File: config.mk
export PLATFORM = sky130hd
export DESIGN_NAME = ita2_shift_codec
export DESIGN_NICKNAME = d
export VERILOG_FILES = /design/src/sv/ita2_pkg.sv /design/src/sv/ita2_ram.sv /design/src/sv/ita2_shift_codec.sv
export SDC_FILE = /design/constraint.sdc
export NUM_CORES = 2
export LEC_CHECK = 0
export BUFFER_PORTS_ARGS = -buffer_cell sky130_fd_sc_hd__buf_2
export CAP_MARGIN = 5
export CORE_ASPECT_RATIO = 0.75
export CORE_UTILIZATION = 30
export DETAILED_ROUTE_END_ITERATION = 7
export PLACE_DENSITY = 0.47
export SLEW_MARGIN = 20
export SYNTH_ARGS = -nofsm -noshare
export SYNTH_HDL_FRONTEND = slang
export SYNTH_SLANG_ARGS = --single-unit
File: constraint.sdc
create_clock -name clk -period 3.5 [get_ports clk]
set_clock_uncertainty 0.1 [all_clocks]
set_input_delay 0.35 -clock clk [delete_from_list [all_inputs] [get_ports clk]]
set_output_delay 0.35 -clock clk [all_outputs]
set_load 0.05 [all_outputs]
File: src/sv/ita2_pkg.sv
// ----------------------------------------------------------------------------
// ita2_pkg
// Shared types and constants for the ITA-2 shift codec.
// ----------------------------------------------------------------------------
package ita2_pkg;

  localparam int TABLE_COUNT_DEF = 4;
  localparam int CODES_PER_SHIFT = 32;
  localparam int PAIR_SIZE       = 2 * CODES_PER_SHIFT;

  // item modes
  localparam logic [1:0] MODE_LOAD   = 2'd0;
  localparam logic [1:0] MODE_ENCODE = 2'd1;
  localparam logic [1:0] MODE_DECODE = 2'd2;

  // ITA-2 special codes
  localparam logic [4:0] SHIFT_FIGS = 5'h1B;
  localparam logic [4:0] SHIFT_LTRS = 5'h1F;
  localparam logic [4:0] CODE_SPACE = 5'h04;

  // register index (byte address bit 2)
  localparam logic REG_UNSHIFT = 1'b0;
  localparam logic REG_TSEL    = 1'b1;

  typedef struct packed {
    logic [1:0] mode;
    logic [7:0] table_address;
    logic [7:0] table_byte;
    logic [7:0] ascii_char;
    logic [4:0] baudot_code;
  } in_item_t;

  typedef struct packed {
    logic [7:0] out_byte;
    logic       is_shift;
    logic       last;
  } out_item_t;

endpackage

File: src/sv/ita2_ram.sv
// ----------------------------------------------------------------------------
// ita2_ram
// Generic RAM: one write port, two read ports, registered read data.
// ----------------------------------------------------------------------------
module ita2_ram #(
  parameter int WIDTH = 8,
  parameter int DEPTH = 256,
  localparam int AW   = $clog2(DEPTH)
) (
  input  logic             clk,
  input  logic             we,
  input  logic [AW-1:0]    waddr,
  input  logic [WIDTH-1:0] wdata,
  input  logic [AW-1:0]    raddr_a,
  output logic [WIDTH-1:0] rdata_a,
  input  logic [AW-1:0]    raddr_b,
  output logic [WIDTH-1:0] rdata_b
);

  logic [WIDTH-1:0] mem [DEPTH];

  always_ff @(posedge clk) begin
    if (we) begin
      mem[waddr] <= wdata;
    end
    rdata_a <= mem[raddr_a];
    rdata_b <= mem[raddr_b];
  end

endmodule

File: src/sv/ita2_shift_codec.sv
// ----------------------------------------------------------------------------
// ita2_shift_codec
// ITA-2 teletype codec with loadable letter/figure tables in one RAM.
// ----------------------------------------------------------------------------
//
//  channel   ports                          handshake
//  -------   -----------------------------  ---------------------------------
//  input     in_data                        accepted when start & !busy
//  result    out_data                       out_valid strobe, one cycle each
//  config    psel penable pwrite paddr ...  APB write, pready tied high
//
// A load writes the RAM directly and busy stays low; a shift-code decode answers
// the next cycle without raising busy; other decodes hold busy in ST_DREAD for the
// RAM read. An encode holds busy while ST_SCAN scans the 32 positions on both RAM
// read ports, then ST_FINISH sends the result, or a shift code and ST_EMIT2 the code.
// Reset clears control state and configuration registers; table RAM stays undefined until
// loaded (no clearing pass). Results cannot be stalled.
//
module ita2_shift_codec
  import ita2_pkg::*;
#(
  parameter int TABLE_COUNT = ita2_pkg::TABLE_COUNT_DEF
) (
  input  logic                clk,
  input  logic                rst_n,
  // command interface
  input  logic                start,
  output logic                busy,
  input  ita2_pkg::in_item_t  in_data,
  output logic                out_valid,
  output ita2_pkg::out_item_t out_data,
  // APB configuration
  input  logic                psel,
  input  logic                penable,
  input  logic                pwrite,
  input  logic [2:0]          paddr,
  input  logic [31:0]         pwdata,
  output logic [31:0]         prdata,
  output logic                pready
);

  localparam int STORE_SIZE = TABLE_COUNT * PAIR_SIZE;
  localparam int ADDR_W     = $clog2(STORE_SIZE);

  typedef enum logic [2:0] {
    ST_IDLE,
    ST_DREAD,   // decode: RAM data arrives
    ST_SCAN,    // encode: stream 32 positions
    ST_FINISH,  // encode: decide on shift / code
    ST_EMIT2    // encode: code after inserted shift
  } state_t;

  state_t    state_r, state_nxt;
  logic [5:0] cnt_r, cnt_nxt;
  logic [7:0] char_r, char_nxt;
  logic       found_r, found_nxt;
  logic       figs_r, figs_nxt;
  logic [4:0] code_r, code_nxt;
  logic       tx_fig_r, tx_fig_nxt;
  logic       rx_fig_r, rx_fig_nxt;
  logic       out_valid_r, out_valid_nxt;
  out_item_t  out_r, out_nxt;

  // configuration registers
  logic       uos_r;
  logic [1:0] tsel_r;

  // RAM ports
  logic              ram_we;
  logic [ADDR_W-1:0] ram_waddr, raddr_a, raddr_b;
  logic [7:0]        rdata_a, rdata_b;

  logic [1:0]        tsel_wrap;
  logic [31:0]       base_full;
  logic [ADDR_W-1:0] pair_base;
  logic              accept;
  logic [7:0]        fold_char;
  logic              rx_new;
  logic [4:0]        scan_idx;

  // --------------------------------------------------------------------------
  // APB: write on access phase, index from byte address bit 2
  // --------------------------------------------------------------------------
  assign pready = 1'b1;

  always_comb begin
    unique case (paddr[2])
      REG_UNSHIFT: prdata = {31'd0, uos_r};
      REG_TSEL:    prdata = {30'd0, tsel_r};
      default:     prdata = 32'd0;
    endcase
  end

  always_ff @(posedge clk) begin
    if (!rst_n) begin
      uos_r  <= 1'b0;
      tsel_r <= 2'd0;
    end else if (psel && penable && pwrite && pready) begin
      unique case (paddr[2])
        REG_UNSHIFT: uos_r  <= pwdata[0];
        REG_TSEL:    tsel_r <= pwdata[1:0];
        default:     ;
      endcase
    end
  end

  // --------------------------------------------------------------------------
  // Table RAM: letters on port A, figures on port B during a scan
  // --------------------------------------------------------------------------
  // table index wraps modulo the table count (at most three subtractions)
  always_comb begin
    tsel_wrap = tsel_r;
    for (int k = 0; k < 3; k++) begin
      if (32'(tsel_wrap) >= TABLE_COUNT) begin
        tsel_wrap = tsel_wrap - 2'(TABLE_COUNT);
      end
    end
  end

  assign base_full = 32'(tsel_wrap) * PAIR_SIZE;
  assign pair_base = base_full[ADDR_W-1:0];

  assign accept = start && !busy;
  assign busy   = (state_r != ST_IDLE);

  // lower case folds to upper case
  assign fold_char = (in_data.ascii_char >= 8'h61 && in_data.ascii_char <= 8'h7A) ?
                     in_data.ascii_char - 8'd32 : in_data.ascii_char;

  // space may return the receive side to letters before the lookup
  assign rx_new = (uos_r && in_data.baudot_code == CODE_SPACE) ? 1'b0 : rx_fig_r;

  assign ram_we    = accept && in_data.mode == MODE_LOAD &&
                     32'(in_data.table_address) < STORE_SIZE;
  assign ram_waddr = ADDR_W'(in_data.table_address);

  always_comb begin
    if (state_r == ST_IDLE) begin
      raddr_a = pair_base + ADDR_W'({rx_new, in_data.baudot_code});
    end else begin
      raddr_a = pair_base + ADDR_W'(cnt_r[4:0]);
    end
    raddr_b = pair_base + ADDR_W'({1'b1, cnt_r[4:0]});
  end

  ita2_ram #(
    .WIDTH (8),
    .DEPTH (STORE_SIZE)
  ) u_table (
    .clk     (clk),
    .we      (ram_we),
    .waddr   (ram_waddr),
    .wdata   (in_data.table_byte),
    .raddr_a (raddr_a),
    .rdata_a (rdata_a),
    .raddr_b (raddr_b),
    .rdata_b (rdata_b)
  );

  // data on the read ports belongs to the position issued in the previous cycle
  assign scan_idx = cnt_r[4:0] - 5'd1;

  // --------------------------------------------------------------------------
  // Control
  // --------------------------------------------------------------------------
  always_comb begin
    state_nxt     = state_r;
    cnt_nxt       = cnt_r;
    char_nxt      = char_r;
    found_nxt     = found_r;
    figs_nxt      = figs_r;
    code_nxt      = code_r;
    tx_fig_nxt    = tx_fig_r;
    rx_fig_nxt    = rx_fig_r;
    out_valid_nxt = 1'b0;
    out_nxt       = out_r;

    unique case (state_r)
      ST_IDLE: begin
        if (accept) begin
          unique case (in_data.mode)
            MODE_ENCODE: begin
              // null character gives no transaction
              if (fold_char != 8'd0) begin
                char_nxt  = fold_char;
                cnt_nxt   = 6'd0;
                found_nxt = 1'b0;
                state_nxt = ST_SCAN;
              end
            end
            MODE_DECODE: begin
              if (in_data.baudot_code == SHIFT_FIGS ||
                  in_data.baudot_code == SHIFT_LTRS) begin
                rx_fig_nxt    = (in_data.baudot_code == SHIFT_FIGS);
                out_valid_nxt = 1'b1;
                out_nxt       = '{out_byte: 8'd0, is_shift: 1'b0, last: 1'b1};
              end else begin
                rx_fig_nxt = rx_new;
                state_nxt  = ST_DREAD;
              end
            end
            default: ;  // loads write the RAM directly; unused mode ignored
          endcase
        end
      end

      ST_DREAD: begin
        out_valid_nxt = 1'b1;
        out_nxt       = '{out_byte: rdata_a, is_shift: 1'b0, last: 1'b1};
        state_nxt     = ST_IDLE;
      end

      ST_SCAN: begin
        // last match wins; letters tried before figures at each position
        if (cnt_r != 6'd0) begin
          if (rdata_a == char_r) begin
            found_nxt = 1'b1;
            figs_nxt  = 1'b0;
            code_nxt  = scan_idx;
          end else if (rdata_b == char_r) begin
            found_nxt = 1'b1;
            figs_nxt  = 1'b1;
            code_nxt  = scan_idx;
          end
        end
        if (cnt_r == 6'(CODES_PER_SHIFT)) begin
          state_nxt = ST_FINISH;
        end else begin
          cnt_nxt = cnt_r + 6'd1;
        end
      end

      ST_FINISH: begin
        state_nxt = ST_IDLE;
        // no match, or final match at code 0: nothing sent, state kept
        if (found_r && code_r != 5'd0) begin
          out_valid_nxt = 1'b1;
          if (figs_r != tx_fig_r) begin
            tx_fig_nxt = figs_r;
            out_nxt    = '{out_byte: {3'd0, figs_r ? SHIFT_FIGS : SHIFT_LTRS},
                           is_shift: 1'b1, last: 1'b0};
            state_nxt  = ST_EMIT2;
          end else begin
            out_nxt = '{out_byte: {3'd0, code_r}, is_shift: 1'b0, last: 1'b1};
          end
        end
      end

      ST_EMIT2: begin
        out_valid_nxt = 1'b1;
        out_nxt       = '{out_byte: {3'd0, code_r}, is_shift: 1'b0, last: 1'b1};
        state_nxt     = ST_IDLE;
      end

      default: state_nxt = ST_IDLE;
    endcase
  end

  always_ff @(posedge clk) begin
    if (!rst_n) begin
      state_r     <= ST_IDLE;
      tx_fig_r    <= 1'b0;
      rx_fig_r    <= 1'b0;
      out_valid_r <= 1'b0;
      cnt_r       <= 6'd0;
      found_r     <= 1'b0;
    end else begin
      state_r     <= state_nxt;
      tx_fig_r    <= tx_fig_nxt;
      rx_fig_r    <= rx_fig_nxt;
      out_valid_r <= out_valid_nxt;
      cnt_r       <= cnt_nxt;
      found_r     <= found_nxt;
    end
    char_r <= char_nxt;
    figs_r <= figs_nxt;
    code_r <= code_nxt;
    out_r  <= out_nxt;
  end

  assign out_valid = out_valid_r;
  assign out_data  = out_r;

  // --------------------------------------------------------------------------
  // Assertions
  // --------------------------------------------------------------------------
  // an inserted shift code is always followed by the closing code transaction
  a_shift_then_code: assert property (@(posedge clk) disable iff (!rst_n)
    out_valid_r && !out_r.last |=> out_valid_r && out_r.last && !out_r.is_shift)
    else $error("shift code not followed by final code");

  // shift code sent matches the transmit shift it switched to
  a_shift_matches_tx: assert property (@(posedge clk) disable iff (!rst_n)
    out_valid_r && out_r.is_shift |->
      ((out_r.out_byte == {3'd0, SHIFT_FIGS}) == tx_fig_r))
    else $error("shift code disagrees with transmit shift");

  // a load never produces a result transaction
  a_load_silent: assert property (@(posedge clk) disable iff (!rst_n)
    accept && in_data.mode == MODE_LOAD |=> !out_valid_r)
    else $error("result after load");

endmodule
==> Yosys cells after proc, flatten, opt, wreduce, memory -nomap -nowiden <==
Memories as Yosys holds them, arrays and structs flattened. A register that Yosys moved wholly into a read port is not among the register bits.
Index checks and enable logic that the tools add are counted.
{ "classes": {"n_bitwise": 1, "muxes": 41, "n_lt_le_gt_ge": 2, "addsub": 6, "reduce_logical": 29, "eq_ne": 26} }
{ "op_table": {"columns": ["operator", "count"], "rows": [
  ["$pmux 32 s2", 1],
  ["$mux 10", 4],
  ["$pmux 10 s4", 1],
  ["$mux 6", 4],
  ["$mux 3", 7],
  ["$add 8x6->8", 2],
  ["$eq 8x8->1", 2],
  ["$mux 8", 2],
  ["$reduce_and 5->1", 3],
  ["$mux 1", 14],
  ["$pmux 6 s2", 1],
  ["$eq 5x5->1 const B", 2],
  ["$mux 5", 2],
  ["$ne 2x2->1 const B", 5],
  ["$ne 3x3->1 const B", 3],
  ["$pmux 3 s3", 1],
  ["$reduce_and 3->1", 3],
  ["$add 8x5->8", 1],
  ["$ge 8x7->1 const B", 1],
  ["$le 8x7->1 const B", 1],
  ["$ne 2x1->1 const B", 4],
  ["$reduce_bool 8->1", 1],
  ["$sub 8x6->8 const B", 1],
  ["$logic_and 1x1->1", 7],
  ["29 further kinds", 32]
]} }
{ "word_totals": {"ram_bits": 2048, "ff_bits": 40, "in_bits": 72, "n_memories": 1, "out_inout_bits": 45, "elab_cells": 120} }
{ "mem_list": {"columns": ["name", "depth", "width", "read_ports", "rd_clocked_by_memory_dff", "wr", "line_no", "rtl"], "rows": [
  ["u_table.mem", 256, 8, 2, 2, 1, "ita2_ram.sv:20", "logic [WIDTH-1:0] mem [DEPTH];"]
]} }

==> Depth between registers and ports, before layout <==
{ "depth": {"ltp_word": 8, "depth_mapped": 15, "depth_no_buf": 10} }

==> Hierarchy <==
From an unflattened synthesis, not the netlist that was laid out.
{ "hier_totals": {"cells_unflattened": 5085, "hier_area_um2": 99365.3} }
{ "by_module_without_submodules": {"columns": ["mod", "n_inst", "cells_each", "area_per_inst_um2", "seq_area_each_um2"], "rows": [
  ["ita2_ram", 1, 4847, 96973.0, 61819.3],
  ["ita2_shift_codec", 1, 238, 2392.3, 1041.0]
]} }

==> Worst setup path before layout <==
No wires, ideal clock.
{ "synth_timing": {"kind": "reg-to-reg", "startpoint": "reg cnt_r[1]", "endpoint": "reg u_table.rdata_b[0] (read register of u_table.mem)", "stages_incl_launch_ff": 7, "setup_time_ns": 0.121, "setup_slack_ns": 0.474, "arrival_ns": 2.806, "required_time_ns": 3.279, "n_path_buf": 2, "period_less_slack_ns": 3.026, "path_cell_list": "dfxtp_1 -> clkbuf_1 -> buf_1 -> mux4_2 -> mux4_2 -> mux4_2 -> mux2_2"} }
{ "synth_between": {"elab_chain_cells": 1} }
{ "synth_lines": {"columns": ["element", "line_no", "rtl"], "rows": [
  ["start: declaration", "ita2_shift_codec.sv:54", "logic [5:0] cnt_r, cnt_nxt;"],
  ["start signal: assignment", "ita2_shift_codec.sv:272", "cnt_r <= cnt_nxt;"],
  ["$add 8x6->8", "ita2_shift_codec.sv:143", "raddr_b = pair_base + ADDR_W'({1'b1, cnt_r[4:0]});"],
  ["end: declaration", "ita2_ram.sv:17", "output logic [WIDTH-1:0] rdata_b"]
]} }
Every way passes these cells.
A chain may end at the register's enable or synchronous reset.

==> Worst setup path in the final report <==
{ "layout_timing": {"startpoint": "reg state_r[0]", "endpoint": "reg u_table.rdata_a[0] (read register of u_table.mem)"} }
{ "layout_between": {"elab_chain_cells": 2} }
{ "layout_lines": {"columns": ["element", "line_no", "rtl"], "rows": [
  ["start: declaration", "ita2_shift_codec.sv:53", "state_t state_r, state_nxt;"],
  ["start signal: assignment", "ita2_shift_codec.sv:268", "state_r <= state_nxt;"],
  ["$logic_not 3->1", "ita2_shift_codec.sv:138", "if (state_r == ST_IDLE) begin"],
  ["$mux 8", "ita2_shift_codec.sv:138", null],
  ["end: declaration", "ita2_ram.sv:15", "output logic [WIDTH-1:0] rdata_a,"]
]} }
Every way passes these cells.

==> flow_metrics.tcl <==
set metrics [dict create \
    status "finished, violations left" \
    violations "setup timing" \
    dp_slack_ps -762 \
    synth_mux_area_share_pct 10.1 \
    avgSynthCellArea_um2 13.8 \
    synthAdderAreaFrac_pct 0.0652 \
    fin_crit_ps 3580 \
    routed.top_layer "met5" \
    dpl.cell_count 11300 \
    wl_met3_mm 34.2 \
    cp_slowest_cell "or4b_4" \
    synth-edff-count 2072 \
    placed_area_mm2 0.105 \
    power.share.clock_pct 38.5 \
    timing.hold.ws_ps 8.87 \
    synth_area_leaders "edfxtp_1, mux4_2, nand2_1, nand3_1, mux2i_1" \
    root_buffer "clkbuf_16" \
    cts_tree "done" \
    final_common_cell "edfxtp_1" \
    die_area_mm2 0.309 \
    path_buf_inv 3 \
    cts_buffers 210 \
    yosys.area_share.xor_xnor_pct 0.228 \
    rsz0062_at_grt "true" \
    final.period_utilization_pct 102 \
    htreeDepth 4 \
    maxCapViolCount 0 \
    synth-compound-area-share_pct 5.27 \
    crit_chain "buf_8 > or4b_4 > buf_8 > a221o_2 > buf_12 > a211oi_4 > nor4b_2 > a31oi_2 > and4b_2 > o21ai_2 > o41a_1 > and4_1" \
    worst_slack_ps -83.6 \
    synth_top_cell_by_area "edfxtp_1" \
    most-common-layout-cells "edfxtp_1, nand2_1, buf_4, nand3_1, mux4_2" \
    timing.slew.headroom_pct 31.8 \
    async_flop_share_pct 0 \
    yosysUniqueCellTypes 73 \
    setup_tns_ps -240 \
    core_mm2 0.304 \
    fin_cells 11700 \
    max_freq_mhz 279 \
    finalMaxSlewViolations 0 \
    multi_input_comb_area_mm2 0.0277 \
    rows 175 \
    via_per_inst 5.53 \
    synth_ff_type "edfxtp_1" \
    crit_type "reg2reg" \
    hold_viol 0 \
    setup_viol 6 \
    worstSetupStartpointType "flop" \
    final_antenna_net_count 0 \
    crit_family "compound AO/OA/AOI/OAI gates" \
    path_max_fanout 9 \
    num-nets-final 7595 \
    grt_max_degree 101 \
    combPwrFrac_pct 13.5 \
    hpwl_mm 235 \
    max_stage_delay_ps 590 \
    synthCells 6652 \
    antenna_found_initial 38 \
    portBuffers 53 \
    gp_congestion 0.883 \
    clockBufferDepth 4 \
    synth_top_family_by_area "simple AND/OR/NAND/NOR gates" \
    yosysTopAreaCellShare_pct 67.6 \
    die_w_um 642 \
    utilization_pct 37.2 \
    yosysSeqAreaShare_pct 68.3 \
    fillerInstances 28800 \
    internal-power_mw 43.0 \
    powerDensity_mw_per_mm2 513 \
    arrival_ps 4270 \
    final_area_mm2 0.113 \
    ir_drop_mv 0.417 \
    sw_frac_of_total_pct 25.9 \
    ys_seq_elements 2104 \
    worst-slew-pin-transition_ps 1020 \
    first_pass_iters 5 \
    die_height_um 482 \
    required_ps 4180 \
    syn_to_final_growth_pct 22.8 \
    drt-initial-drc-count 8623 \
    crit_top_cell "buf_8" \
    p_sw_mw 15.0 \
    drt-met1-wl_mm 154 \
    synth-simple-area-share_pct 13.2 \
    clock_latency_ps 900 \
    start_util_pct 30.3 \
    min_path_type "in2reg" \
    routed-wl-met2_mm 149 \
    grt_pass1_wl_mm 482 \
    p_seq_share_pct 47.9 \
    synth_area_mm2 0.0921 \
    grt_pass1_vias 62000 \
    yosys_warnings 0 \
    io_pins 117 \
    wl_mm 348 \
    drive_gt1_share_pct 24.9 \
    clk_transition_reported_paths_ps 60 \
    clock_sinks 2104 \
    vias 64900 \
    drc 0 \
    avgRoutedWirePerCell_um 29.7 \
    seqCellArea_mm2 0.0629 \
    power_mw 58.0 \
    crit_path_end_kind "flop" \
    overflow 0 \
    p_leak_nw 38.2 \
    grtUsageTotal_pct 21.8 \
]
-- registers in the layout, indices dropped and copies added (netlist names) --
name	flops
char_r	8
cnt_r	6
code_r	5
figs_r	1
found_r	1
out_data	10
out_valid	1
rx_fig_r	1
state_r	3
tsel_r	2
tx_fig_r	1
u_table.mem	2048
u_table.rdata_a	8
u_table.rdata_b	8
uos_r	1
-- cell usage after synthesis (32+ instances only) --
library cell / number
edfxtp_1: 2072
buf_2: 243
a21oi_1: 53
mux2i_1: 148
mux4_2: 342
nand2_1: 1708
buf_1: 52
nor2_1: 313
a31oi_1: 171
o2111ai_1: 48
nand4_1: 82
a32oi_1: 129
a211oi_1: 38
o21ai_0: 38
nand3_1: 450
nor3_1: 35
and3_1: 172
buf_4: 79
a311oi_1: 95
clkbuf_1: 138
dfxtp_1: 32
-- worst register-to-register path, delay by kind of cell, from the launching register on --
family / cells / cell delay (ps)
flip-flops: 1 / 370
AND/OR/NAND/NOR: 4 / 1240
buffers and inverters: 3 / 510
AO/OA/AOI/OAI: 5 / 1260
-- final timing paths --
check / from / endpoint / slack [ps] / cells past startpoint
setup / recovery: state_r[0] / u_table.rdata_a[0] / -80 / 12
hold / removal: in_data[13] / u_table.mem[19][0] / 9 / 1
setup reg to reg: state_r[0] / u_table.rdata_a[0] / -80 / 12
hold reg to reg: found_r / found_r / 400 / 2
-- logic make-up after synthesis --
| group | after synthesis |
|---|---|
| AND/OR/NAND/NOR | 2835 |
| flip-flops | 2104 |
| AO/OA/AOI/OAI | 653 |
| buffers and inverters | 529 |
| multiplexers | 500 |
| XOR/XNOR | 24 |
| adder cells (fa/ha/maj) | 5 |
| other | 2 |
-- layout make-up --
| cell class | instances | area share, % |
|---|---|---|
| multi-input combinational | 4049 | 24.5 |
| timing repair buffer | 1143 | 9.62 |
| inverter | 11 | 0.0365 |
| clock buffer | 266 | 4.93 |
| tap | 4071 | 4.50 |
| sequential | 2104 | 55.6 |
| antenna | 4 | 0.00885 |
| clock inverter | 99 | 0.796 |
-- power groups by stage --
| stage | sequential (mW) | clock [mW] | combinational, mW |
|---|---|---|---|
| after global routing | 27.8 | 23.6 | 8.18 |
| after global placement | 28.4 | 0 | 7.22 |
| after floorplan | 28.3 | 0 | 3.35 |
| after detailed placement | 28.4 | 0 | 7.24 |
| final | 27.8 | 22.4 | 7.84 |
| after CTS | 27.8 | 22.7 | 7.46 |
-- timing repair --
item | 4_1_cts | 5_1_grt
pin swaps | 30 | 57
buffers inserted | 22 | 31
cloned | 2 | 5
endpoints found under the setup margin | 8 | 8
hold endpoints to repair | 478 | 0
hold buffers | 30 | 0
gates resized for setup | 104 | 123
-- layer usage --
layer	global-route usage [%]	vias up
met3	4.21	533
met2	31.9	3530
met4	6.32	10
li1	-	27200
met5	0	-
met1	32.7	33600
Note: power is estimated with default switching activity, not from simulation.
